`config.mk`:
```
export PLATFORM = sky130hd
export DESIGN_NAME = uniform_range_sampler_top
export DESIGN_NICKNAME = d
export VERILOG_FILES = /design/src/rtl/urs_pkg.sv /design/src/rtl/urs_cell.sv /design/src/rtl/uniform_range_sampler_top.sv
export SDC_FILE = /design/constraint.sdc
export NUM_CORES = 2
export LEC_CHECK = 0
export ABC_AREA = 0
export BUFFER_PORTS_ARGS = -buffer_cell sky130_fd_sc_hd__buf_4
export CAP_MARGIN = 20
export CORE_MARGIN = 5
export CORE_UTILIZATION = 64
export CTS_CLUSTER_DIAMETER = 100
export DETAILED_ROUTE_END_ITERATION = 7
export PLACE_DENSITY = 0.78
export SKIP_LAST_GASP = 1
export SLEW_MARGIN = 30
export SYNTH_ARGS = -nofsm -noshare
export SYNTH_HDL_FRONTEND = slang
export SYNTH_SLANG_ARGS = --single-unit
```
`constraint.sdc`:
```
create_clock -name clk -period 7.1 [get_ports clk]
set_input_delay 0 -clock clk [delete_from_list [all_inputs] [get_ports clk]]
set_output_delay 0 -clock clk [all_outputs]
set_load 0.02 [all_outputs]
```
`src/rtl/urs_pkg.sv`:
```
package urs_pkg;

    // Result field width, fixed whatever the word width
    localparam int SAMPLE_BITS = 32;

    // Configuration register indexes
    localparam int CFG_INDEX_BITS = 2;
    typedef logic [CFG_INDEX_BITS-1:0] cfg_index_t;
    localparam cfg_index_t CFG_LOWER_BOUND = 2'd0;
    localparam cfg_index_t CFG_UPPER_BOUND = 2'd1;

    // Reset pattern of upper_bound before it is cut to the word width
    localparam logic [31:0] UPPER_RESET = 32'hFFFF_FFFF;

endpackage

```
`src/rtl/urs_cell.sv`:
```
// One restoring division step: bring down one word bit, subtract the span if it fits.
module urs_cell #(
    parameter int WORD_BITS = 32,
    parameter int BIT_POS   = 31
) (
    input  logic                 clk,
    input  logic                 rst_n,
    input  logic [WORD_BITS-1:0] span,
    input  logic                 in_valid,
    input  logic [WORD_BITS-1:0] in_word,
    input  logic [WORD_BITS-1:0] in_rem,
    output logic                 out_valid,
    output logic [WORD_BITS-1:0] out_word,
    output logic [WORD_BITS-1:0] out_rem
);

    logic [WORD_BITS:0]   trial;
    logic [WORD_BITS:0]   diff;
    logic                 fits;
    logic                 valid_reg;
    logic [WORD_BITS-1:0] word_reg;
    logic [WORD_BITS-1:0] rem_reg;
    logic [WORD_BITS-1:0] rem_next;

    assign trial    = {in_rem, in_word[BIT_POS]};
    assign diff     = trial - {1'b0, span};
    assign fits     = trial >= {1'b0, span};
    assign rem_next = fits ? diff[WORD_BITS-1:0] : trial[WORD_BITS-1:0];

    always_ff @(posedge clk or negedge rst_n)
    begin
        if (!rst_n)
        begin
            valid_reg <= 1'b0;
        end
        else
        begin
            valid_reg <= in_valid;
        end
    end

    // Payload: no reset
    always_ff @(posedge clk)
    begin
        word_reg <= in_word;
        rem_reg  <= rem_next;
    end

    assign out_valid = valid_reg;
    assign out_word  = word_reg;
    assign out_rem   = rem_reg;

endmodule

```
`src/rtl/uniform_range_sampler_top.sv`:
```
// A result strobe (done) follows an accepted item through the urs_cell chain, then done_reg.
// Throughput: one item per cycle; busy stays low, so start may be held high indefinitely.
// A rejected item gives no strobe; the receiver cannot stall and need not.
// Reset (rst_n low, asynchronous) empties the pipeline and sets lower_bound to zero
// and upper_bound to all ones within 32 bits; no clearing pass follows.
module uniform_range_sampler_top
    import urs_pkg::*;
#(
    parameter int WORD_BITS = 32
) (
    input  logic                   clk,
    input  logic                   rst_n,
    // item input, command style
    input  logic                   start,
    output logic                   busy,
    input  logic [WORD_BITS-1:0]   raw_word,
    // result, one cycle strobe
    output logic                   done,
    output logic [SAMPLE_BITS-1:0] sample,
    // configuration write channel
    input  logic                   cfg_valid,
    output logic                   cfg_ready,
    input  cfg_index_t             cfg_index,
    input  logic [WORD_BITS-1:0]   cfg_data
);

    localparam logic [WORD_BITS-1:0] UPPER_RESET_W = WORD_BITS'(UPPER_RESET);
    localparam logic [WORD_BITS-1:0] SPAN_RESET    = UPPER_RESET_W + 1'b1;

    // Configuration: the bounds, plus the span kept alongside so that the
    // division chain sees a plain register rather than a subtractor.
    logic [WORD_BITS-1:0] lower_reg;
    logic [WORD_BITS-1:0] upper_reg;
    logic [WORD_BITS-1:0] span_reg;

    always_ff @(posedge clk or negedge rst_n)
    begin
        if (!rst_n)
        begin
            lower_reg <= '0;
            upper_reg <= UPPER_RESET_W;
            span_reg  <= SPAN_RESET;
        end
        else if (cfg_valid && cfg_ready)
        begin
            case (cfg_index)
                CFG_LOWER_BOUND:
                begin
                    lower_reg <= cfg_data;
                    span_reg  <= upper_reg - cfg_data + 1'b1;
                end
                CFG_UPPER_BOUND:
                begin
                    upper_reg <= cfg_data;
                    span_reg  <= cfg_data - lower_reg + 1'b1;
                end
                default:
                begin
                    // unknown index: drop the write
                end
            endcase
        end
    end

    assign cfg_ready = 1'b1;
    assign busy      = 1'b0;

    // Division chain: cell k brings down word bit WORD_BITS-1-k, so after the
    // last cell the remainder is raw_word mod span. Each item advances one
    // cell per cycle, so a new item enters every cycle.
    logic                 chain_valid [0:WORD_BITS];
    logic [WORD_BITS-1:0] chain_word  [0:WORD_BITS];
    logic [WORD_BITS-1:0] chain_rem   [0:WORD_BITS];

    assign chain_valid[0] = start && !busy;
    assign chain_word[0]  = raw_word;
    assign chain_rem[0]   = '0;

    for (genvar k = 0; k < WORD_BITS; k++)
    begin : g_cell
        urs_cell #(
            .WORD_BITS (WORD_BITS),
            .BIT_POS   (WORD_BITS - 1 - k)
        ) u_cell (
            .clk       (clk),
            .rst_n     (rst_n),
            .span      (span_reg),
            .in_valid  (chain_valid[k]),
            .in_word   (chain_word[k]),
            .in_rem    (chain_rem[k]),
            .out_valid (chain_valid[k+1]),
            .out_word  (chain_word[k+1]),
            .out_rem   (chain_rem[k+1])
        );
    end

    // Output stage: pick the value and decide acceptance.
    logic [WORD_BITS-1:0] last_word;
    logic [WORD_BITS-1:0] last_rem;
    logic [WORD_BITS-1:0] span_less_one;
    logic [WORD_BITS-1:0] shifted_rem;
    logic [WORD_BITS:0]   block_end;
    logic                 full_range;
    logic                 pow2_span;
    logic                 reject;
    logic [WORD_BITS-1:0] value;
    logic                 done_reg;
    logic                 done_next;
    logic [SAMPLE_BITS-1:0] sample_reg;

    assign last_word     = chain_word[WORD_BITS];
    assign last_rem      = chain_rem[WORD_BITS];
    assign span_less_one = span_reg - 1'b1;
    assign full_range    = span_reg == '0;
    assign pow2_span     = (span_reg & span_less_one) == '0;
    assign shifted_rem   = lower_reg + last_rem;

    // The word lies in the last, incomplete block of the span exactly when
    // the start of its block plus one span runs past the top of the word.
    assign block_end = {1'b0, last_word - last_rem} + {1'b0, span_reg};
    assign reject    = block_end[WORD_BITS];

    assign value     = full_range ? last_word : shifted_rem;
    assign done_next = chain_valid[WORD_BITS] && (full_range || pow2_span || !reject);

    always_ff @(posedge clk or negedge rst_n)
    begin
        if (!rst_n)
        begin
            done_reg <= 1'b0;
        end
        else
        begin
            done_reg <= done_next;
        end
    end

    // Hold the sample for its one strobe cycle; no reset on payload
    always_ff @(posedge clk)
    begin
        sample_reg <= SAMPLE_BITS'(value);
    end

    assign done   = done_reg;
    assign sample = sample_reg;

endmodule

```
# == Word-level counts from Yosys, hierarchy flattened ==
# Index checks and enable logic that the tools add are counted.
# classes
n_addsub,40
n_lt_le_gt_ge,32
n_eq_ne,1
n_mux,34
bitwise_logic,1
n_reduce_logical,11
# ops
operator,n
32-bit subtractor,34
32-bit two-way mux,32
33-bit by 32-bit >= comparator with 1-bit output,31
32-bit by 1-bit adder with 32-bit output (second input constant),2
32-bit logical NOT,2
32-bit case mux with 2 select lines,1
32-bit by 32-bit adder with 33-bit output,1
32-bit adder,1
32-bit bitwise AND,1
1-bit by 32-bit >= comparator with 1-bit output,1
1-bit by 32-bit subtractor with 32-bit output,1
32-bit by 1-bit subtractor with 32-bit output (second input constant),1
2-bit AND reduction,3
2-bit by 1-bit equality test with 1-bit output (second input constant),1
2-bit logical NOT,1
1-bit logical OR,2
2-bit nonzero test,1
1-bit logical AND,1
1-bit logical NOT,1
1-bit two-way mux,1
# totals
ff_bits,2209
input_bits,70
output_inout_bits,35
word_cells,221

# == Longest topological paths before layout ==
# depth
depth_word,6
ltp_mapped,26
mapped_depth_nobuf,26

# == Hierarchy ==
# Synthesis repeated with hierarchy kept, for this count alone.
# unflattened
hier_cells,14741
area_unflattened_um2,125153.8
# modules_own_cells
mod,n_inst,cells_each,area_each_um2,seq_area_each_um2
urs_cell,32,410,3505.9,1306.3
uniform_range_sampler_top,1,1621,12966.2,3108.0

# == Worst setup path before layout ==
# Ideal clock, no wire load.
# synth_path
path_type,register to register
startpoint,register span_reg[1]
endpoint,register g_cell[1].u_cell.rem_reg[30]
setup_ns,0.123
t_arrival_ns,5.566
path_slack_ns,1.410
stages_incl_launch_ff,15
cell_sequence,dfrtp_1 -> inv_1 -> ha_1 -> nor2b_1 -> o31ai_1 -> a21boi_1 -> o21ai_2 -> o21ai_1 -> o41ai_4 -> a21oi_2 -> a221o_1 -> a211o_1 -> buf_2 -> buf_2 -> mux2_1
# synth_between
elab_chain_len,2
elab_cells_between_ends,3
# synth_rtl
item,line,source
from (decl),uniform_range_sampler_top.sv:34,logic [WORD_BITS-1:0] span_reg;
from (signal assigned),uniform_range_sampler_top.sv:50,span_reg <= upper_reg - cfg_data + 1'b1;
from (signal assigned),uniform_range_sampler_top.sv:55,span_reg <= cfg_data - lower_reg + 1'b1;
32-bit subtractor / 33-bit by 32-bit >= comparator with 1-bit output (equally long branches),"urs_cell.sv:26, urs_cell.sv:27",
32-bit two-way mux (*),urs_cell.sv:28,assign rem_next = fits ? diff[WORD_BITS-1:0] : trial[WORD_BITS-1:0];
via g_cell[1].u_cell.rem_next[30],urs_cell.sv:23,logic [WORD_BITS-1:0] rem_next;
to (signal assigned),urs_cell.sv:46,rem_reg <= rem_next;
to (decl),urs_cell.sv:22,logic [WORD_BITS-1:0] rem_reg;
# Mark *: on every way through the listed nets, which the timed path passes. The rest lies on a longest branch.
# A chain may end at the register's enable or synchronous reset.

# == Worst setup path in the final report ==
# layout_path
startpoint,register span_reg[5]
endpoint,register g_cell[29].u_cell.rem_reg[3]
# layout_between
elab_chain_len,2
# layout_rtl
item,line,source
33-bit by 32-bit >= comparator with 1-bit output,urs_cell.sv:27,"assign fits = trial >= {1'b0, span};"
32-bit two-way mux,urs_cell.sv:28,
via g_cell[29].u_cell.rem_next[3],urs_cell.sv:23,
to (signal assigned),urs_cell.sv:46,
to (decl),urs_cell.sv:22,
# The timed path passes the listed nets, and every way through them passes these cells.

==> impl_metrics.ini <==
[sta]
whs_ns = 0.176
tightest_slew_ns = 1.08
worst_slack_ns = 1.65
setup-tns-final_ns = 0
max_slew_margin_pct = 27.6
layout_min_cycle_time_ns = 5.45
hold_viol = 0
final_max_slew_viol_count = 0
setup_viol = 0
skew_ns = 0.0812
max_freq_mhz = 183
rsz0062_at_grt = no
min_period_over_period_pct = 76.8

[floorplan]
num_io_pins = 105
die_w_um = 432
die_area_um2 = 187000
core_area_um2 = 178000
start_util_pct = 64.2
die_h_um = 432
num_rows = 155

[clocking]
clockBufferDepth = 3
clock_sinks = 2209
htreeDepth = 4
cts_inserted_buffers = 216
cts_root_buffer = clkbuf_16
cts_tree = yes
worstSkewPairLatency_ns = 0.89
clkTransAtPathRegs_ns = 0.07

[layout]
final_layout_size_suffix_gt1_share_pct = 8.29
seq_area_um2 = 44900
area_growth_pct = 11.4
final_net_count = 14000
multi_input_area_um2 = 66600
filler_cell_count = 13300

[yosys]
synthFlopType = dfxtp_1
synth-edff-count = 0
ys_types = 113
synth_area_um2 = 114000
synth_cells = 12400
synth_area_leaders = dfxtp_1, ha_1, a21oi_1
synth-warning-count = 0
yosysTopAreaCellShare_pct = 36.5
syn_avg_cell_area_um2 = 9.18
synth-seq-cells = 2209
synth-seq-area-share_pct = 39.3
syn-num-nets = 13800
yosysTopAreaCell = dfxtp_1
synth-async-reset-ratio_pct = 5.84

[worst_setup_path]
crit_fanout = 33
crit_top_cell = buf_4
endpoint_kind = flip-flop
critPathArrivalTime_ns = 6.21
critPathMaxStageDelay_ns = 0.74
worstPathCellList = inv_2 > buf_4 > ha_1 > o21a_1 > o21ai_0 > a21oi_1 > o31ai_1 > o21ai_1 > a211oi_1 > nor2_1 > a41oi_4 > buf_4 > mux2_2
worstSetupPathType = reg -> reg
required_ns = 7.86
cp-start-kind = flip-flop
cp_slowest_cell = a41oi_4

[detailed_routing]
routedWlPerCell_um = 22.2
ant_nets = 0
drtIter0Drc = 7893
drtPass1Iterations = 7
viasPerCell = 6.23
vias = 95000
drt_wl_total_mm = 339
drc = 0

[placed_design]
place.gp.congestion = 0.980
port_buffers = 102
place_hpwl_mm = 243
place_ws_ns = 1.96

[pwr]
p_per_area_nw_per_um2 = 470
leakage_nw = 58.1
ir_drop_mv = 0.314
p_total_w = 0.0598

[global_routing]
antenna_found_initial = 15
grt_use_total_pct = 35.0
grt_pass1_vias = 92200
grt_overflow_total = 0
grt_pass1_wl_mm = 516
grt_max_degree = 69

[job]
cap_violations = 0

[hold_path]
hp-class = in -> reg

[status]
status = complete, no violations
final cells by class:
class,instances,share of cell area (%)
multi-input combinational,9470,52.3
sequential,2209,35.3
clock buffer,297,4.92
timing repair buffer,360,2.60
tap,2355,2.31
clock inverter,114,1.29
inverter,432,1.28
antenna,7,0.0138
report_power, final:
group,leakage (nW),internal [W],switching (W)
logic,35.4,0.0127,0.0185
registers,18.9,0.0145,0.00166
clock network,3.84,0.00720,0.00520
total,58.1,0.0344,0.0254
routing by layer:
metal | global-route usage, % | vias to the layer above | wire length (um)
li1 | - | 45400 | -
met1 | 41.0 | 44600 | 132000
met2 | 59.2 | 3740 | 159000
met3 | 6.16 | 1244 | 23000
met4 | 22.6 | 10 | 25200
met5 | 0 | - | 50
synthesized netlist by cell type (32+ instances only):
master and number:
o31ai_1 94, dfrtp_1 97, inv_1 431, or3_1 50, a41oi_1 32, nand2_1 985
nand4_1 148, a21oi_1 1223, a21boi_0 35, nor2b_1 165, or2_2 37, a31oi_1 119
buf_2 55, nand2b_1 170, o21a_1 191, o21ai_0 997, dfstp_2 32, mux2_2 255
nor4_1 40, and2_1 46, nor3_1 138, and4_1 42, o21bai_1 123, nand3_1 210
o211ai_1 61, ha_1 1209, a211oi_1 111, xor2_1 399, fa_1 35, mux2i_1 33
a21o_1 513, xnor2_1 539, and3_1 96, clkbuf_1 243, nor2_1 864, dfxtp_1 2080
critical path, delay by kind of cell, from the launching register on:
family | cells | cell delay (ns)
AO/OA/AOI/OAI | 7 | 2.39
buffers and inverters | 3 | 1.54
flip-flops | 1 | 0.44
multiplexers | 1 | 0.37
adder cells (fa/ha/maj) | 1 | 0.36
AND/OR/NAND/NOR | 1 | 0.20
per-stage QoR:
stage	util [%]	instance area [um^2]	cells
2_1_floorplan	-	114000	12400
4_1_cts	71.4	127000	15200
3_3_place_gp	66.1	118000	14700
5_1_grt	71.5	127000	15200
6_report	71.5	127000	15200
3_5_place_dp	66.1	118000	14700
logic make-up after synthesis:
logic type               synth area share [%]
AO/OA/AOI/OAI                            21.2
AND/OR/NAND/NOR                          12.6
flip-flops                               39.3
adder cells (fa/ha/maj)                  13.9
XOR/XNOR                                 7.19
buffers and inverters                    2.62
multiplexers                             3.19
other                                 0.00657
worst paths after layout:
check | cells past startpoint | from | slack, ns | to
max | 13 | span_reg[5] | 1.65 | g_cell[29].u_cell.out_rem[3]
min | 5 | raw_word[31] | 0.18 | g_cell[0].u_cell.out_rem[0]
max reg2reg | 13 | span_reg[5] | 1.65 | g_cell[29].u_cell.out_rem[3]
min reg2reg | 0 | g_cell[24].u_cell.out_word[9] | 0.28 | g_cell[25].u_cell.out_word[9]
max in group asynchronous | 4 | rst_n | 5.78 | g_cell[19].u_cell.out_valid
min in group asynchronous | 3 | rst_n | 0.46 | upper_reg[1]
placed cells by master (no fill, tap or decap), drive strengths merged, types with 165 or more instances in the layout:
master and count:
dfxtp 2080, a21oi 1225, ha 1209, o21ai 1029, nand2 985, nor2 864
xnor2 539, a21o 514, inv 444, xor2 399, clkbuf 297, mux2 286
buf 212, nand3 210, o21a 191, nand2b 170, nor2b 165
what timing repair did:
item | in CTS | in global routing
setup endpoints to repair | 0 | 0
setup buffers | 0 | 0
hold endpoints to repair | 273 | 0
hold buffers | 149 | 0
gates resized for setup | 0 | 0
Note: power is estimated with default switching activity, not from simulation.
